--- config.mk ---
export PLATFORM = sky130hd
export DESIGN_NAME = chip8_instruction_execute_core_unit
export DESIGN_NICKNAME = d
export VERILOG_FILES = /design/src/hw/rtl/c8x_pkg.sv /design/src/hw/rtl/chip8_instruction_execute_core_unit.sv
export SDC_FILE = /design/constraint.sdc
export NUM_CORES = 2
export LEC_CHECK = 0
export ABC_AREA = 1
export BUFFER_PORTS_ARGS = -buffer_cell sky130_fd_sc_hd__buf_4
export CAP_MARGIN = 20
export CORE_ASPECT_RATIO = 0.9
export CORE_UTILIZATION = 45
export CTS_BUF_LIST = sky130_fd_sc_hd__clkbuf_8
export DETAILED_ROUTE_END_ITERATION = 8
export SLEW_MARGIN = 20
export SYNTH_ARGS = -nofsm -noshare
export SYNTH_HDL_FRONTEND = slang
export SYNTH_SLANG_ARGS = --single-unit
--- constraint.sdc ---
create_clock -name aclk -period 17.5 [get_ports aclk]
set_input_delay 3.5 -clock aclk [delete_from_list [all_inputs] [get_ports aclk]]
set_output_delay 3.5 -clock aclk [all_outputs]
set_load 0.01 [all_outputs]
--- src/hw/rtl/c8x_pkg.sv ---
`timescale 1ns / 1ps
// Shared types, codes and helpers for the CHIP-8/SCHIP execute core.
// No dependencies.
package c8x_pkg;

    localparam int STACK_DEPTH = 16;
    localparam int STK_IDX_W   = $clog2(STACK_DEPTH);
    localparam int STK_CNT_W   = $clog2(STACK_DEPTH + 1);

    localparam logic [15:0] RESET_PC     = 16'h0200;
    localparam logic [15:0] HIRES_WORD   = 16'h1260;
    localparam logic [15:0] HIRES_TARGET = 16'h02C0;
    localparam logic [15:0] FONT_BIG_BASE = 16'h0050;

    // command codes of the input item
    localparam logic [1:0] CMD_EXEC = 2'd0;
    localparam logic [1:0] CMD_TICK = 2'd1;
    localparam logic [1:0] CMD_LOAD = 2'd2;
    localparam logic [1:0] CMD_COLL = 2'd3;

    // result kinds
    localparam logic [3:0] KIND_STATUS = 4'd0;
    localparam logic [3:0] KIND_WRITE  = 4'd1;
    localparam logic [3:0] KIND_READ   = 4'd2;
    localparam logic [3:0] KIND_DRAW   = 4'd3;
    localparam logic [3:0] KIND_CLEAR  = 4'd4;
    localparam logic [3:0] KIND_SCR_DN = 4'd5;
    localparam logic [3:0] KIND_SCR_RT = 4'd6;
    localparam logic [3:0] KIND_SCR_LT = 4'd7;
    localparam logic [3:0] KIND_MODE   = 4'd8;
    localparam logic [3:0] KIND_BEEP   = 4'd9;

    // error codes
    localparam logic [2:0] ERR_NONE      = 3'd0;
    localparam logic [2:0] ERR_STOPPED   = 3'd1;
    localparam logic [2:0] ERR_UNIMPL    = 3'd2;
    localparam logic [2:0] ERR_UNDERFLOW = 3'd3;
    localparam logic [2:0] ERR_OVERFLOW  = 3'd4;

    // display modes
    localparam logic [1:0] MODE_PLAIN   = 2'd0;
    localparam logic [1:0] MODE_SCHIP   = 2'd1;
    localparam logic [1:0] MODE_HIRES64 = 2'd2;

    // configuration register indexes
    localparam logic CFG_SHIFT_SRC = 1'b0;
    localparam logic CFG_START     = 1'b1;

    // system words
    localparam logic [11:0] SYS_SCROLL_DN = 12'h00C;
    localparam logic [15:0] SYS_CLS       = 16'h00E0;
    localparam logic [15:0] SYS_CLS_ALT   = 16'h0230;
    localparam logic [15:0] SYS_RET       = 16'h00EE;
    localparam logic [15:0] SYS_SCR_RT    = 16'h00FB;
    localparam logic [15:0] SYS_SCR_LT    = 16'h00FC;
    localparam logic [15:0] SYS_EXIT      = 16'h00FD;
    localparam logic [15:0] SYS_LORES     = 16'h00FE;
    localparam logic [15:0] SYS_HIRES     = 16'h00FF;

    // major opcodes
    localparam logic [3:0] OP_SYS  = 4'h0;
    localparam logic [3:0] OP_JP   = 4'h1;
    localparam logic [3:0] OP_CALL = 4'h2;
    localparam logic [3:0] OP_SEI  = 4'h3;
    localparam logic [3:0] OP_SNEI = 4'h4;
    localparam logic [3:0] OP_SER  = 4'h5;
    localparam logic [3:0] OP_LDI  = 4'h6;
    localparam logic [3:0] OP_ADDI = 4'h7;
    localparam logic [3:0] OP_ALU  = 4'h8;
    localparam logic [3:0] OP_SNER = 4'h9;
    localparam logic [3:0] OP_LDIX = 4'hA;
    localparam logic [3:0] OP_JPV0 = 4'hB;
    localparam logic [3:0] OP_RND  = 4'hC;
    localparam logic [3:0] OP_DRW  = 4'hD;
    localparam logic [3:0] OP_KEY  = 4'hE;

    // ALU sub-ops
    localparam logic [3:0] ALU_MOV = 4'h0;
    localparam logic [3:0] ALU_OR  = 4'h1;
    localparam logic [3:0] ALU_AND = 4'h2;
    localparam logic [3:0] ALU_XOR = 4'h3;
    localparam logic [3:0] ALU_ADD = 4'h4;
    localparam logic [3:0] ALU_SUB = 4'h5;
    localparam logic [3:0] ALU_SHR = 4'h6;
    localparam logic [3:0] ALU_SBN = 4'h7;
    localparam logic [3:0] ALU_SHL = 4'hE;

    // key skip sub-ops
    localparam logic [7:0] KEY_SKP  = 8'h9E;
    localparam logic [7:0] KEY_SKNP = 8'hA1;

    // FX sub-ops
    localparam logic [7:0] FX_GET_DT = 8'h07;
    localparam logic [7:0] FX_WAIT_K = 8'h0A;
    localparam logic [7:0] FX_SET_DT = 8'h15;
    localparam logic [7:0] FX_BEEP   = 8'h18;
    localparam logic [7:0] FX_ADD_I  = 8'h1E;
    localparam logic [7:0] FX_FONT   = 8'h29;
    localparam logic [7:0] FX_FONT_B = 8'h30;
    localparam logic [7:0] FX_BCD    = 8'h33;
    localparam logic [7:0] FX_STORE  = 8'h55;
    localparam logic [7:0] FX_LOAD   = 8'h65;
    localparam logic [7:0] FX_SAVE   = 8'h75;
    localparam logic [7:0] FX_REST   = 8'h85;

    typedef enum logic [2:0] {
        ST_IDLE,
        ST_DISPATCH,
        ST_OPER_B,
        ST_EXEC,
        ST_FLAG,
        ST_LOOP,
        ST_STATUS
    } state_t;

    typedef enum logic [2:0] {
        LP_BCD,
        LP_STORE,
        LP_LOAD,
        LP_SAVE,
        LP_RESTORE
    } loop_op_t;

    typedef struct packed {
        logic [3:0]  kind;
        logic [15:0] addr;
        logic [7:0]  data;
        logic [7:0]  pos_x;
        logic [7:0]  pos_y;
        logic [4:0]  count;
        logic [2:0]  error;
        logic [15:0] fetch_pc;
        logic        last;
    } res_t;

    // lowest pressed key; 15 when none
    function automatic logic [3:0] lowest_key(input logic [15:0] btn);
        logic [3:0] k;
        k = 4'hF;
        for (int i = 15; i >= 0; i--) begin
            if (btn[i]) begin
                k = 4'(i);
            end
        end
        return k;
    endfunction

    // {hundreds, tens, ones}, each 4 bits
    function automatic logic [11:0] bcd_digits(input logic [7:0] v);
        logic [3:0]  h;
        logic [6:0]  r;
        logic [14:0] p;
        logic [3:0]  t;
        logic [6:0]  o;
        if (v >= 8'd200) begin
            h = 4'd2;
            r = 7'(v - 8'd200);
        end else if (v >= 8'd100) begin
            h = 4'd1;
            r = 7'(v - 8'd100);
        end else begin
            h = 4'd0;
            r = v[6:0];
        end
        // r / 10 by reciprocal, exact for r < 100
        p = {8'd0, r} * 15'd205;
        t = p[14:11];
        o = r - 7'({3'd0, t} * 7'd10);
        return {h, t, o[3:0]};
    endfunction

endpackage

--- src/hw/rtl/chip8_instruction_execute_core_unit.sv ---
`timescale 1ns / 1ps
// CHIP-8/SCHIP instruction execute core: sequencer, register file, call stack.
// Depends on c8x_pkg.
//
// Executes one item at a time: an instruction word, a timer tick, a load data
// byte or a collision report. The data registers have a single read port, so
// the sequencer walks each instruction through dispatch, second operand read,
// execute and status. Instructions that also set VF (8XY4..8XYE) add a flag
// step before status; FX55/FX65/FX75/FX85 add a loop with one step per
// register (X+1 steps) and FX33 one with three steps. Ticks, loads, collisions
// and instructions refused while stopped, waiting for a key or waiting for
// loads go through dispatch and status only. Each emitted result also waits
// for the output register to be free, so back-pressure on m_ready stalls the
// sequencer. s_ready is high only between items.
// Every item ends with exactly one status result (kind 0, m_last high) that
// carries the error code and the next fetch address; side effects (memory
// writes, read requests, draw, clear, scroll, mode, beep) come before it.
// Configuration: index 0 selects VX as shift source, index 1 loads the program
// counter. Write it only while the block is idle.
module chip8_instruction_execute_core_unit (
    input  logic        aclk,
    input  logic        aresetn,

    input  logic        cfg_wr_en,
    input  logic        cfg_addr,
    input  logic [15:0] cfg_wdata,

    input  logic        s_valid,
    output logic        s_ready,
    input  logic [1:0]  s_cmd,
    input  logic [15:0] s_instruction,
    input  logic [7:0]  s_random_byte,
    input  logic [15:0] s_buttons,
    input  logic [7:0]  s_read_byte,
    input  logic        s_collision,

    output logic        m_valid,
    input  logic        m_ready,
    output logic [3:0]  m_kind,
    output logic [15:0] m_addr,
    output logic [7:0]  m_data,
    output logic [7:0]  m_pos_x,
    output logic [7:0]  m_pos_y,
    output logic [4:0]  m_count,
    output logic [2:0]  m_error,
    output logic [15:0] m_fetch_pc,
    output logic        m_last
);

    c8x_pkg::state_t state_reg, state_next;

    // latched input item
    logic [1:0]  cmd_reg, cmd_next;
    logic [15:0] instr_reg, instr_next;
    logic [7:0]  rnd_reg, rnd_next;
    logic [15:0] btn_reg, btn_next;
    logic [7:0]  rb_reg, rb_next;
    logic        col_reg, col_next;

    // operands and scratch
    logic [7:0]  a_reg, a_next;
    logic [7:0]  b_reg, b_next;
    logic        flag_reg, flag_next;
    logic [2:0]  err_reg, err_next;
    logic [11:0] bcd_reg, bcd_next;
    c8x_pkg::loop_op_t loop_op_reg, loop_op_next;
    logic [3:0]  loop_idx_reg, loop_idx_next;
    logic [3:0]  loop_end_reg, loop_end_next;

    // architectural state
    logic        shift_x_reg, shift_x_next;
    logic [15:0] index_reg, index_next;
    logic [15:0] cur_pc_reg, cur_pc_next;
    logic [15:0] next_pc_reg, next_pc_next;
    logic [c8x_pkg::STK_CNT_W-1:0] depth_reg, depth_next;
    logic [7:0]  delay_reg, delay_next;
    logic [15:0] key_mask_reg, key_mask_next;
    logic        awaiting_reg, awaiting_next;
    logic [3:0]  key_dest_reg, key_dest_next;
    logic        running_reg, running_next;
    logic [1:0]  mode_reg, mode_next;
    logic [4:0]  loads_left_reg, loads_left_next;
    logic [3:0]  load_tgt_reg, load_tgt_next;

    // register files
    logic [7:0]  v_reg [16];
    logic [7:0]  sv_reg [16];
    logic [15:0] stk_reg [c8x_pkg::STACK_DEPTH];

    logic        v_we;
    logic [3:0]  v_wa;
    logic [7:0]  v_wd;
    logic [3:0]  v_ra;
    logic [7:0]  v_rd;
    logic        sv_we;
    logic [7:0]  sv_rd;
    logic        stk_we;
    logic [15:0] stk_wd;
    logic [c8x_pkg::STK_IDX_W-1:0] stk_rd_idx;
    logic [15:0] stk_rd;

    // output register
    logic        m_valid_reg, m_valid_next;
    c8x_pkg::res_t res_reg, res_next;

    // shared address adder
    logic [15:0] add_a, add_b, sum;

    // decode of the instruction in EXEC
    logic [2:0]  dec_err;
    logic        dec_emit;
    c8x_pkg::res_t dec_res;
    logic        dec_loop;
    logic        dec_flag;

    logic        emit_req;
    c8x_pkg::res_t emit_res;
    logic        out_free;
    logic        go;
    logic        exec_ok;

    logic [3:0]  op, x, y, n;
    logic [7:0]  nn;
    logic [15:0] nnn;
    logic        hires_start;
    logic        pressed;
    logic        wide;
    logic [7:0]  src;
    logic [8:0]  alu_add;

    assign op  = instr_reg[15:12];
    assign x   = instr_reg[11:8];
    assign y   = instr_reg[7:4];
    assign n   = instr_reg[3:0];
    assign nn  = instr_reg[7:0];
    assign nnn = {4'd0, instr_reg[11:0]};

    assign hires_start = (cur_pc_reg == c8x_pkg::RESET_PC)
                         && (instr_reg == c8x_pkg::HIRES_WORD);
    assign pressed = (a_reg[7:4] == 4'd0) && key_mask_reg[a_reg[3:0]];
    assign wide    = (n == 4'd0) && (mode_reg == c8x_pkg::MODE_SCHIP);
    assign src     = shift_x_reg ? a_reg : b_reg;
    assign alu_add = {1'b0, a_reg} + {1'b0, b_reg};

    assign out_free = !m_valid_reg || m_ready;
    assign go       = !emit_req || out_free;
    assign s_ready  = (state_reg == c8x_pkg::ST_IDLE);
    assign exec_ok  = (cmd_reg == c8x_pkg::CMD_EXEC) && running_reg
                      && !awaiting_reg && (loads_left_reg == 5'd0);

    assign v_rd       = v_reg[v_ra];
    assign sv_rd      = sv_reg[loop_idx_reg];
    assign stk_rd_idx = c8x_pkg::STK_IDX_W'(depth_reg - 1'b1);
    assign stk_rd     = stk_reg[stk_rd_idx];
    assign sum        = add_a + add_b;

    // data register read address
    always_comb begin
        case (state_reg)
            c8x_pkg::ST_DISPATCH: v_ra = (cmd_reg == c8x_pkg::CMD_COLL) ? 4'hF : x;
            c8x_pkg::ST_OPER_B:   v_ra = (op == c8x_pkg::OP_JPV0) ? 4'h0 : y;
            c8x_pkg::ST_LOOP:     v_ra = loop_idx_reg;
            default:              v_ra = x;
        endcase
    end

    // shared adder operands
    always_comb begin
        add_a = next_pc_reg;
        add_b = 16'd2;
        case (state_reg)
            c8x_pkg::ST_EXEC: begin
                if (op == c8x_pkg::OP_JPV0) begin
                    add_a = {8'd0, b_reg};
                    add_b = nnn;
                end else if (op == 4'hF) begin
                    add_a = index_reg;
                    add_b = {8'd0, a_reg};
                end
            end
            c8x_pkg::ST_LOOP: begin
                add_a = index_reg;
                add_b = {12'd0, loop_idx_reg};
            end
            default: begin
                add_a = next_pc_reg;
                add_b = 16'd2;
            end
        endcase
    end

    // instruction decode
    always_comb begin
        dec_err  = c8x_pkg::ERR_NONE;
        dec_emit = 1'b0;
        dec_res  = '0;
        dec_loop = 1'b0;
        dec_flag = 1'b0;
        case (op)
            c8x_pkg::OP_SYS: begin
                if (instr_reg[15:4] == c8x_pkg::SYS_SCROLL_DN) begin
                    dec_emit      = 1'b1;
                    dec_res.kind  = c8x_pkg::KIND_SCR_DN;
                    dec_res.count = {1'b0, n};
                end else begin
                    case (instr_reg)
                        c8x_pkg::SYS_CLS, c8x_pkg::SYS_CLS_ALT: begin
                            dec_emit     = 1'b1;
                            dec_res.kind = c8x_pkg::KIND_CLEAR;
                        end
                        c8x_pkg::SYS_RET: begin
                            if (depth_reg == '0) begin
                                dec_err = c8x_pkg::ERR_UNDERFLOW;
                            end
                        end
                        c8x_pkg::SYS_SCR_RT: begin
                            dec_emit     = 1'b1;
                            dec_res.kind = c8x_pkg::KIND_SCR_RT;
                        end
                        c8x_pkg::SYS_SCR_LT: begin
                            dec_emit     = 1'b1;
                            dec_res.kind = c8x_pkg::KIND_SCR_LT;
                        end
                        c8x_pkg::SYS_EXIT: dec_err = c8x_pkg::ERR_STOPPED;
                        c8x_pkg::SYS_LORES: begin
                            dec_emit     = 1'b1;
                            dec_res.kind = c8x_pkg::KIND_MODE;
                            dec_res.data = {6'd0, c8x_pkg::MODE_PLAIN};
                        end
                        c8x_pkg::SYS_HIRES: begin
                            dec_emit     = 1'b1;
                            dec_res.kind = c8x_pkg::KIND_MODE;
                            dec_res.data = {6'd0, c8x_pkg::MODE_SCHIP};
                        end
                        default: dec_err = c8x_pkg::ERR_UNIMPL;
                    endcase
                end
            end
            c8x_pkg::OP_JP: begin
                if (hires_start) begin
                    dec_emit     = 1'b1;
                    dec_res.kind = c8x_pkg::KIND_MODE;
                    dec_res.data = {6'd0, c8x_pkg::MODE_HIRES64};
                end
            end
            c8x_pkg::OP_CALL: begin
                if (depth_reg >= c8x_pkg::STK_CNT_W'(c8x_pkg::STACK_DEPTH)) begin
                    dec_err = c8x_pkg::ERR_OVERFLOW;
                end
            end
            c8x_pkg::OP_ALU: begin
                case (n)
                    c8x_pkg::ALU_MOV, c8x_pkg::ALU_OR,
                    c8x_pkg::ALU_AND, c8x_pkg::ALU_XOR: dec_flag = 1'b0;
                    c8x_pkg::ALU_ADD, c8x_pkg::ALU_SUB, c8x_pkg::ALU_SHR,
                    c8x_pkg::ALU_SBN, c8x_pkg::ALU_SHL: dec_flag = 1'b1;
                    default: dec_err = c8x_pkg::ERR_UNIMPL;
                endcase
            end
            c8x_pkg::OP_DRW: begin
                dec_emit      = 1'b1;
                dec_res.kind  = c8x_pkg::KIND_DRAW;
                dec_res.addr  = index_reg;
                dec_res.data  = {7'd0, wide};
                dec_res.pos_x = a_reg;
                dec_res.pos_y = b_reg;
                dec_res.count = wide ? 5'd16 : {1'b0, n};
            end
            c8x_pkg::OP_KEY: begin
                if (nn != c8x_pkg::KEY_SKP && nn != c8x_pkg::KEY_SKNP) begin
                    dec_err = c8x_pkg::ERR_UNIMPL;
                end
            end
            4'hF: begin
                case (nn)
                    c8x_pkg::FX_GET_DT, c8x_pkg::FX_WAIT_K, c8x_pkg::FX_SET_DT,
                    c8x_pkg::FX_ADD_I, c8x_pkg::FX_FONT, c8x_pkg::FX_FONT_B:
                        dec_loop = 1'b0;
                    c8x_pkg::FX_BEEP: begin
                        dec_emit     = 1'b1;
                        dec_res.kind = c8x_pkg::KIND_BEEP;
                        dec_res.data = a_reg;
                    end
                    c8x_pkg::FX_BCD, c8x_pkg::FX_STORE, c8x_pkg::FX_LOAD,
                    c8x_pkg::FX_SAVE, c8x_pkg::FX_REST:
                        dec_loop = 1'b1;
                    default: dec_err = c8x_pkg::ERR_UNIMPL;
                endcase
            end
            default: dec_err = c8x_pkg::ERR_NONE;
        endcase
        dec_res.fetch_pc = next_pc_reg;
    end

    // next state
    always_comb begin
        state_next = state_reg;
        case (state_reg)
            c8x_pkg::ST_IDLE: begin
                if (s_valid) begin
                    state_next = c8x_pkg::ST_DISPATCH;
                end
            end
            c8x_pkg::ST_DISPATCH: begin
                state_next = exec_ok ? c8x_pkg::ST_OPER_B : c8x_pkg::ST_STATUS;
            end
            c8x_pkg::ST_OPER_B: state_next = c8x_pkg::ST_EXEC;
            c8x_pkg::ST_EXEC: begin
                if (go) begin
                    if (dec_err != c8x_pkg::ERR_NONE) begin
                        state_next = c8x_pkg::ST_STATUS;
                    end else if (dec_loop) begin
                        state_next = c8x_pkg::ST_LOOP;
                    end else if (dec_flag) begin
                        state_next = c8x_pkg::ST_FLAG;
                    end else begin
                        state_next = c8x_pkg::ST_STATUS;
                    end
                end
            end
            c8x_pkg::ST_FLAG: state_next = c8x_pkg::ST_STATUS;
            c8x_pkg::ST_LOOP: begin
                if (go && loop_idx_reg == loop_end_reg) begin
                    state_next = c8x_pkg::ST_STATUS;
                end
            end
            c8x_pkg::ST_STATUS: begin
                if (go) begin
                    state_next = c8x_pkg::ST_IDLE;
                end
            end
            default: state_next = c8x_pkg::ST_IDLE;
        endcase
    end

    // datapath and outputs
    always_comb begin
        cmd_next        = cmd_reg;
        instr_next      = instr_reg;
        rnd_next        = rnd_reg;
        btn_next        = btn_reg;
        rb_next         = rb_reg;
        col_next        = col_reg;
        a_next          = a_reg;
        b_next          = b_reg;
        flag_next       = flag_reg;
        err_next        = err_reg;
        bcd_next        = bcd_reg;
        loop_op_next    = loop_op_reg;
        loop_idx_next   = loop_idx_reg;
        loop_end_next   = loop_end_reg;
        shift_x_next    = shift_x_reg;
        index_next      = index_reg;
        cur_pc_next     = cur_pc_reg;
        next_pc_next    = next_pc_reg;
        depth_next      = depth_reg;
        delay_next      = delay_reg;
        key_mask_next   = key_mask_reg;
        awaiting_next   = awaiting_reg;
        key_dest_next   = key_dest_reg;
        running_next    = running_reg;
        mode_next       = mode_reg;
        loads_left_next = loads_left_reg;
        load_tgt_next   = load_tgt_reg;
        v_we            = 1'b0;
        v_wa            = x;
        v_wd            = 8'd0;
        sv_we           = 1'b0;
        stk_we          = 1'b0;
        stk_wd          = next_pc_reg;
        emit_req        = 1'b0;
        emit_res        = '0;

        case (state_reg)
            c8x_pkg::ST_IDLE: begin
                if (s_valid) begin
                    cmd_next   = s_cmd;
                    instr_next = s_instruction;
                    rnd_next   = s_random_byte;
                    btn_next   = s_buttons;
                    rb_next    = s_read_byte;
                    col_next   = s_collision;
                end
            end

            c8x_pkg::ST_DISPATCH: begin
                err_next = c8x_pkg::ERR_NONE;
                case (cmd_reg)
                    c8x_pkg::CMD_EXEC: begin
                        if (!running_reg) begin
                            err_next = c8x_pkg::ERR_STOPPED;
                        end else if (exec_ok) begin
                            cur_pc_next  = next_pc_reg;
                            next_pc_next = sum;
                            a_next       = v_rd;
                        end
                    end
                    c8x_pkg::CMD_TICK: begin
                        key_mask_next = btn_reg;
                        if (awaiting_reg && btn_reg != 16'd0) begin
                            v_we          = 1'b1;
                            v_wa          = key_dest_reg;
                            v_wd          = {4'd0, c8x_pkg::lowest_key(btn_reg)};
                            awaiting_next = 1'b0;
                        end
                        if (delay_reg != 8'd0) begin
                            delay_next = delay_reg - 8'd1;
                        end
                    end
                    c8x_pkg::CMD_LOAD: begin
                        if (loads_left_reg != 5'd0) begin
                            v_we            = 1'b1;
                            v_wa            = load_tgt_reg;
                            v_wd            = rb_reg;
                            load_tgt_next   = load_tgt_reg + 4'd1;
                            loads_left_next = loads_left_reg - 5'd1;
                        end
                    end
                    c8x_pkg::CMD_COLL: begin
                        v_we = 1'b1;
                        v_wa = 4'hF;
                        v_wd = v_rd | {7'd0, col_reg};
                    end
                    default: err_next = c8x_pkg::ERR_NONE;
                endcase
            end

            c8x_pkg::ST_OPER_B: b_next = v_rd;

            c8x_pkg::ST_EXEC: begin
                emit_req = dec_emit;
                emit_res = dec_res;
                if (go) begin
                    err_next = dec_err;
                    if (dec_err != c8x_pkg::ERR_NONE) begin
                        running_next = 1'b0;
                    end else begin
                        case (op)
                            c8x_pkg::OP_SYS: begin
                                if (instr_reg == c8x_pkg::SYS_RET) begin
                                    depth_next   = depth_reg - 1'b1;
                                    next_pc_next = stk_rd;
                                end else if (instr_reg == c8x_pkg::SYS_LORES) begin
                                    mode_next = c8x_pkg::MODE_PLAIN;
                                end else if (instr_reg == c8x_pkg::SYS_HIRES) begin
                                    mode_next = c8x_pkg::MODE_SCHIP;
                                end
                            end
                            c8x_pkg::OP_JP: begin
                                if (hires_start) begin
                                    mode_next    = c8x_pkg::MODE_HIRES64;
                                    next_pc_next = c8x_pkg::HIRES_TARGET;
                                end else begin
                                    next_pc_next = nnn;
                                end
                            end
                            c8x_pkg::OP_CALL: begin
                                stk_we       = 1'b1;
                                stk_wd       = next_pc_reg;
                                depth_next   = depth_reg + 1'b1;
                                next_pc_next = nnn;
                            end
                            c8x_pkg::OP_SEI:  if (a_reg == nn) next_pc_next = sum;
                            c8x_pkg::OP_SNEI: if (a_reg != nn) next_pc_next = sum;
                            c8x_pkg::OP_SER:  if (a_reg == b_reg) next_pc_next = sum;
                            c8x_pkg::OP_SNER: if (a_reg != b_reg) next_pc_next = sum;
                            c8x_pkg::OP_LDI: begin
                                v_we = 1'b1;
                                v_wd = nn;
                            end
                            c8x_pkg::OP_ADDI: begin
                                v_we = 1'b1;
                                v_wd = a_reg + nn;
                            end
                            c8x_pkg::OP_ALU: begin
                                v_we = 1'b1;
                                case (n)
                                    c8x_pkg::ALU_MOV: v_wd = b_reg;
                                    c8x_pkg::ALU_OR:  v_wd = a_reg | b_reg;
                                    c8x_pkg::ALU_AND: v_wd = a_reg & b_reg;
                                    c8x_pkg::ALU_XOR: v_wd = a_reg ^ b_reg;
                                    c8x_pkg::ALU_ADD: begin
                                        v_wd      = alu_add[7:0];
                                        flag_next = alu_add[8];
                                    end
                                    c8x_pkg::ALU_SUB: begin
                                        v_wd      = a_reg - b_reg;
                                        flag_next = (a_reg >= b_reg);
                                    end
                                    c8x_pkg::ALU_SHR: begin
                                        v_wd      = {1'b0, src[7:1]};
                                        flag_next = src[0];
                                    end
                                    c8x_pkg::ALU_SBN: begin
                                        v_wd      = b_reg - a_reg;
                                        flag_next = (b_reg >= a_reg);
                                    end
                                    c8x_pkg::ALU_SHL: begin
                                        v_wd      = {src[6:0], 1'b0};
                                        flag_next = src[7];
                                    end
                                    default: v_we = 1'b0;
                                endcase
                            end
                            c8x_pkg::OP_LDIX: index_next = nnn;
                            c8x_pkg::OP_JPV0: next_pc_next = sum;
                            c8x_pkg::OP_RND: begin
                                v_we = 1'b1;
                                v_wd = rnd_reg & nn;
                            end
                            c8x_pkg::OP_DRW: begin
                                v_we = 1'b1;
                                v_wa = 4'hF;
                                v_wd = 8'd0;
                            end
                            c8x_pkg::OP_KEY: begin
                                if ((nn == c8x_pkg::KEY_SKP && pressed)
                                    || (nn == c8x_pkg::KEY_SKNP && !pressed)) begin
                                    next_pc_next = sum;
                                end
                            end
                            default: begin
                                loop_idx_next = 4'd0;
                                loop_end_next = x;
                                case (nn)
                                    c8x_pkg::FX_GET_DT: begin
                                        v_we = 1'b1;
                                        v_wd = delay_reg;
                                    end
                                    c8x_pkg::FX_WAIT_K: begin
                                        awaiting_next = 1'b1;
                                        key_dest_next = x;
                                    end
                                    c8x_pkg::FX_SET_DT: delay_next = a_reg;
                                    c8x_pkg::FX_ADD_I:  index_next = sum;
                                    c8x_pkg::FX_FONT:
                                        index_next = {6'd0, a_reg, 2'd0} + {8'd0, a_reg};
                                    c8x_pkg::FX_FONT_B:
                                        index_next = c8x_pkg::FONT_BIG_BASE
                                                     + {5'd0, a_reg, 3'd0}
                                                     + {7'd0, a_reg, 1'b0};
                                    c8x_pkg::FX_BCD: begin
                                        bcd_next      = c8x_pkg::bcd_digits(a_reg);
                                        loop_op_next  = c8x_pkg::LP_BCD;
                                        loop_end_next = 4'd2;
                                    end
                                    c8x_pkg::FX_STORE: loop_op_next = c8x_pkg::LP_STORE;
                                    c8x_pkg::FX_LOAD: begin
                                        loop_op_next    = c8x_pkg::LP_LOAD;
                                        loads_left_next = {1'b0, x} + 5'd1;
                                        load_tgt_next   = 4'd0;
                                    end
                                    c8x_pkg::FX_SAVE: loop_op_next = c8x_pkg::LP_SAVE;
                                    c8x_pkg::FX_REST: loop_op_next = c8x_pkg::LP_RESTORE;
                                    default: loop_op_next = loop_op_reg;
                                endcase
                            end
                        endcase
                    end
                end
            end

            c8x_pkg::ST_FLAG: begin
                v_we = 1'b1;
                v_wa = 4'hF;
                v_wd = {7'd0, flag_reg};
            end

            c8x_pkg::ST_LOOP: begin
                emit_res.addr     = sum;
                emit_res.fetch_pc = next_pc_reg;
                case (loop_op_reg)
                    c8x_pkg::LP_BCD: begin
                        emit_req      = 1'b1;
                        emit_res.kind = c8x_pkg::KIND_WRITE;
                        case (loop_idx_reg[1:0])
                            2'd0:    emit_res.data = {4'd0, bcd_reg[11:8]};
                            2'd1:    emit_res.data = {4'd0, bcd_reg[7:4]};
                            default: emit_res.data = {4'd0, bcd_reg[3:0]};
                        endcase
                    end
                    c8x_pkg::LP_STORE: begin
                        emit_req      = 1'b1;
                        emit_res.kind = c8x_pkg::KIND_WRITE;
                        emit_res.data = v_rd;
                    end
                    c8x_pkg::LP_LOAD: begin
                        emit_req      = 1'b1;
                        emit_res.kind = c8x_pkg::KIND_READ;
                    end
                    c8x_pkg::LP_SAVE: sv_we = 1'b1;
                    c8x_pkg::LP_RESTORE: begin
                        v_we = 1'b1;
                        v_wa = loop_idx_reg;
                        v_wd = sv_rd;
                    end
                    default: emit_req = 1'b0;
                endcase
                if (go) begin
                    loop_idx_next = loop_idx_reg + 4'd1;
                end else begin
                    v_we  = 1'b0;
                    sv_we = 1'b0;
                end
            end

            c8x_pkg::ST_STATUS: begin
                emit_req          = 1'b1;
                emit_res.kind     = c8x_pkg::KIND_STATUS;
                emit_res.error    = err_reg;
                emit_res.fetch_pc = next_pc_reg;
                emit_res.last     = 1'b1;
            end

            default: emit_req = 1'b0;
        endcase

        // configuration writes must arrive only while idle; the block does not enforce this
        if (cfg_wr_en) begin
            case (cfg_addr)
                c8x_pkg::CFG_SHIFT_SRC: shift_x_next = cfg_wdata[0];
                c8x_pkg::CFG_START: begin
                    cur_pc_next  = cfg_wdata;
                    next_pc_next = cfg_wdata;
                end
                default: shift_x_next = shift_x_reg;
            endcase
        end
    end

    // output register
    always_comb begin
        m_valid_next = m_valid_reg;
        res_next     = res_reg;
        if (emit_req && out_free) begin
            m_valid_next = 1'b1;
            res_next     = emit_res;
        end else if (m_ready) begin
            m_valid_next = 1'b0;
        end
    end

    always_ff @(posedge aclk) begin
        if (!aresetn) begin
            state_reg      <= c8x_pkg::ST_IDLE;
            shift_x_reg    <= 1'b0;
            index_reg      <= 16'd0;
            cur_pc_reg     <= c8x_pkg::RESET_PC;
            next_pc_reg    <= c8x_pkg::RESET_PC;
            depth_reg      <= '0;
            delay_reg      <= 8'd0;
            key_mask_reg   <= 16'd0;
            awaiting_reg   <= 1'b0;
            key_dest_reg   <= 4'd0;
            running_reg    <= 1'b1;
            mode_reg       <= c8x_pkg::MODE_PLAIN;
            loads_left_reg <= 5'd0;
            load_tgt_reg   <= 4'd0;
            m_valid_reg    <= 1'b0;
            err_reg        <= c8x_pkg::ERR_NONE;
            loop_op_reg    <= c8x_pkg::LP_BCD;
        end else begin
            state_reg      <= state_next;
            shift_x_reg    <= shift_x_next;
            index_reg      <= index_next;
            cur_pc_reg     <= cur_pc_next;
            next_pc_reg    <= next_pc_next;
            depth_reg      <= depth_next;
            delay_reg      <= delay_next;
            key_mask_reg   <= key_mask_next;
            awaiting_reg   <= awaiting_next;
            key_dest_reg   <= key_dest_next;
            running_reg    <= running_next;
            mode_reg       <= mode_next;
            loads_left_reg <= loads_left_next;
            load_tgt_reg   <= load_tgt_next;
            m_valid_reg    <= m_valid_next;
            err_reg        <= err_next;
            loop_op_reg    <= loop_op_next;
        end
    end

    // payload registers
    always_ff @(posedge aclk) begin
        cmd_reg      <= cmd_next;
        instr_reg    <= instr_next;
        rnd_reg      <= rnd_next;
        btn_reg      <= btn_next;
        rb_reg       <= rb_next;
        col_reg      <= col_next;
        a_reg        <= a_next;
        b_reg        <= b_next;
        flag_reg     <= flag_next;
        bcd_reg      <= bcd_next;
        loop_idx_reg <= loop_idx_next;
        loop_end_reg <= loop_end_next;
        res_reg      <= res_next;
    end

    // V0-VF
    always_ff @(posedge aclk) begin
        if (!aresetn) begin
            for (int i = 0; i < 16; i++) begin
                v_reg[i] <= 8'd0;
            end
        end else if (v_we) begin
            v_reg[v_wa] <= v_wd;
        end
    end

    // RPL save area
    always_ff @(posedge aclk) begin
        if (!aresetn) begin
            for (int i = 0; i < 16; i++) begin
                sv_reg[i] <= 8'd0;
            end
        end else if (sv_we) begin
            sv_reg[loop_idx_reg] <= v_rd;
        end
    end

    // call stack, entries valid once pushed
    always_ff @(posedge aclk) begin
        if (stk_we) begin
            stk_reg[depth_reg[c8x_pkg::STK_IDX_W-1:0]] <= stk_wd;
        end
    end

    assign m_valid    = m_valid_reg;
    assign m_kind     = res_reg.kind;
    assign m_addr     = res_reg.addr;
    assign m_data     = res_reg.data;
    assign m_pos_x    = res_reg.pos_x;
    assign m_pos_y    = res_reg.pos_y;
    assign m_count    = res_reg.count;
    assign m_error    = res_reg.error;
    assign m_fetch_pc = res_reg.fetch_pc;
    assign m_last     = res_reg.last;

    a_depth_bound: assert property (@(posedge aclk) disable iff (!aresetn)
        depth_reg <= c8x_pkg::STK_CNT_W'(c8x_pkg::STACK_DEPTH))
        else $error("call stack depth out of range");

    a_loads_bound: assert property (@(posedge aclk) disable iff (!aresetn)
        loads_left_reg <= 5'd16)
        else $error("pending load count out of range");

    a_status_last: assert property (@(posedge aclk) disable iff (!aresetn)
        (state_reg == c8x_pkg::ST_STATUS && out_free) |=> (m_valid && m_last))
        else $error("status result not presented as last");

    a_err_stops: assert property (@(posedge aclk) disable iff (!aresetn)
        (state_reg == c8x_pkg::ST_STATUS && err_reg != c8x_pkg::ERR_NONE)
        |-> !running_reg)
        else $error("error reported while still running");

endmodule
==> summary.md <==
| Metric | Value |
|---|---|
| Worst path slowest cell | `edfxtp_1` |
| CTS tree | `yes` |
| Clock Path Buffers | `3` |
| Max cap viols | `0` |
| Sw Share | `0.4460` |
| Worst-path maximum fanout | `15` |
| PostCTS Resize Cnt | `0` |
| Power Internal | `3.764 mW` |
| Final setup vio count | `0` |
| Die area | `between 0.09 and 0.1 mm^2` |
| Worst Hold Class | `reg -> reg` |
| Largest area contributor in the netlist | `edfxtp_1` |
| Initial Utilization | `0.4542` |
| Final WL | `~140000 um` |
| Routed vias/inst | `roughly 5.8` |
| Peak VDD IR | `roughly 0.16 mV` |
| Yosys warnings | `0` |
| Cell family with most CP delay | `adder cells` |
| Synth Area per Inst | `around 8.9 um^2` |
| DR vias | `around 35k` |
| GRT overflow | `0` |
| Post-CTS Hold Fix Bufs | `0` |
| Largest stage delay on the critical path | `0.80 ns` |
| Top post-synthesis cells by area | `edfxtp_1, nand2_1, nor2_1` |
| Vias in the first global route | `~33k` |
| Worst Setup Start Kind | `register` |
| Pin count of the biggest net entering global routing | `78` |
| FMAX | `approximately 150 MHz` |
| FFs w/ async S/R, synth | `0` |
| Max H-tree Level | `4` |
| Worst rel slew slack | `0.2429` |
| Synth unique cells | `67` |
| Most instantiated cells after synthesis | `nand2_1, edfxtp_1, nor2_1` |
| Placed Instances | `about 5.9k` |
| I/O Pins | `between 100 and 150` |
| FF-to-FF setup slack | `between 10 and 15 ns` |
| Layout area overhead | `11.58%` |
| Required @ worst endpoint | `~18 ns` |
| Clock share of power | `0.230` |
| Final-report hold violation count | `0` |
| Antenna viol nets, final | `0` |
| DRT iter0 DRCs | `about 4.4k` |
| Crit. End Element | `register` |
| Syn Inst Count | `4668` |
| Register area share after synthesis | `0.5371` |
| Die width | `around 320 um` |
| Sequential power share | `0.350` |
| Reg2reg start | `a_reg[3]` |
| Sum Neg Setup Slack | `0 ns` |
| Fin crit period | `approximately 6.7 ns` |
| Main flop type after synthesis | `edfxtp_1` |
| Worst-Margin Slew | `1.131 ns` |
| Pwr per Cell Area | `147.2 mW/mm^2` |
| Share of cells above drive strength 1 | `0.1034` |
| Worst skew pair latency | `approximately 0.82 ns` |
| Nets | `5015` |
| Worst r2r path cells | `32` |
| Most frequent cell after synthesis | `nand2_1` |
| Remaining DRCs | `4` |
| Post-Syn Area | `between 0.04 and 0.05 mm^2` |
| Post-synth EDFFs | `~670` |
| Post-synth top area share | `0.4843` |
| Max Clock Skew | `between 0.04 and 0.05 ns` |
| Hold_sp | `key_dest_reg[1]` |
| Total CTS buffers | `~130` |
| Final core occ | `0.5068` |
| Final slew viol count | `0` |
| Core area | `between 0.09 and 0.1 mm^2` |
| Rows | `about 110` |
| Status | `finished, violations left` |
| Kind of critical path | `reg -> reg` |
| First-pass GRT wire length | `between 200000 and 250000 um` |
| Pre-Repair DR Iteration Count | `9` |
| CTS root buf | `clkbuf_8` |
| Tot GR Track Use | `0.3006` |
| # port buffers | `between 100 and 150` |
| Reg-to-Reg End | `bcd_reg[3]` |
| Die Span Y | `~290 um` |
| CTS sink cnt | `776` |
| Hold path depth | `2` |
| Tcrit/Tclk final | `0.3827` |
| Worst Hold Path EP | `key_dest_reg[1]` |
| Post-DR wirelength/cell | `23.04 um` |
| Logic pwr share | `0.420` |
| Yosys reg bits | `between 700 and 800` |
| WP data arrival | `about 7.3 ns` |
| Post-Syn Nets | `4877` |
| Net Sw Power | `between 3 and 4 mW` |
| Largest register FFs | `approximately 260` |
| Antenna violations before repair | `2` |
| CP bufs+invs | `7` |
| RSZ-0062 raised after global routing | `false` |
| GPL Wtd Cong | `just over 1` |
| Failing checks | `design-rule violations` |
| Setup Fix Bufs, Post-CTS | `0` |
| Detailed Place HPWL | `96290 um` |
| Pleak | `about 19 nW` |
| Clock slew at reported path FFs | `around 0.060 ns` |
| Non-filler cells in the finished layout | `6146` |
-- per-stage QoR --
stage / total power, mW / hold slack, ns / worst slack [ns] / area [um^2]
after floorplan: 4.182 / 0.4245 / 10.06 / 41360
final: 6.795 / 0.4564 / 10.80 / 46140
after CTS: 6.752 / 0.4557 / 10.83 / 46140
after detailed placement: 5.194 / 0.4472 / 10.86 / 43650
after global placement: 5.201 / 0.4453 / 10.95 / 43640
after global routing: 7.145 / 0.4696 / 10.14 / 46140
-- cell usage in the layout (no fill, tap or decap), drive strengths merged, types with 3 or more instances in the layout --
master    netlist  routed
a22oi          32      32
nor3b           3       3
o22ai          54      54
o21a            8       8
nor3           29      29
nand3b         16      16
o221ai         34      34
a32oi           5       5
nand2        1045    1045
nor4            3       3
o31ai           3       3
edfxtp        667     667
a221oi         14      14
diode           0       3
o21ai         316     316
inv           431     483
o211ai         55      55
buf            64     212
o311ai          3       3
ha            118     118
clkbuf        144     140
clkinvlp        0       3
o21bai          9       9
a31oi          29      29
dfxtp         109     109
xor2           30      30
or2            24      24
nand3         410     410
a211oi         17      17
clkinv         10      55
nand4          29      29
a21oi         262     262
nor2          651     651
o2111ai         5       5
fa             18      18
-- power by group through the flow --
stage               logic, mW  clock network [mW]  registers (mW)
CTS                      2.79                1.58            2.38
finish                   2.85                1.56            2.38
global placement         2.79                   0            2.41
detailed placement       2.78                   0            2.41
global route             3.09                1.66            2.39
floorplan                1.80                   0            2.38
-- metal layers --
metal	global-route usage	part of all wire
met5	0	0
met4	0.1154	0.036
met3	0.06223	0.10
met2	0.4501	0.43
met1	0.4280	0.43
-- logic make-up (layout without fill, tap and decap cells) --
| kind of cell | Yosys count | in the layout | share of synthesized area |
|---|---|---|---|
| simple gates | 2214 | 2214 | 0.2253 |
| compound gates | 861 | 861 | 0.1243 |
| flops | 776 | 776 | 0.5371 |
| buf+inv | 649 | 894 | 0.06214 |
| fa+ha+maj | 136 | 136 | 0.04441 |
| xor+xnor | 32 | 32 | 0.006777 |
| other cells | 0 | 3 | 0 |
-- cell type report --
type | instances | area [um^2]
fill | 8706 | 44900
sequential | 776 | 22220
multi-input combinational | 3243 | 16640
clock buffer | 140 | 1927
inverter | 441 | 1658
timing repair buffer | 212 | 1599
tap | 1230 | 1539
clock inverter | 101 | 559.3
antenna | 3 | 7.507
-- how the worst max path moves through the flow --
| stage | depth (start not counted) | endpoint | startpoint |
|---|---|---|---|
| 2_1_floorplan | 2 | m_addr[0] | m_ready |
| 3_3_place_gp | 33 | bcd_reg[3] | a_reg[3] |
| 3_5_place_dp | 33 | bcd_reg[3] | a_reg[3] |
| 4_1_cts | 32 | bcd_reg[3] | a_reg[3] |
| 5_1_grt | 33 | bcd_reg[3] | a_reg[3] |
| 6_report | 32 | bcd_reg[3] | a_reg[3] |
-- tightest hold or removal path: stages, from the launching register on --
cell,delay [ns]
dfxtp_1,0.30
inv_1,0.06
a21oi_1,0.06
Note: power is estimated with default switching activity, not from simulation.
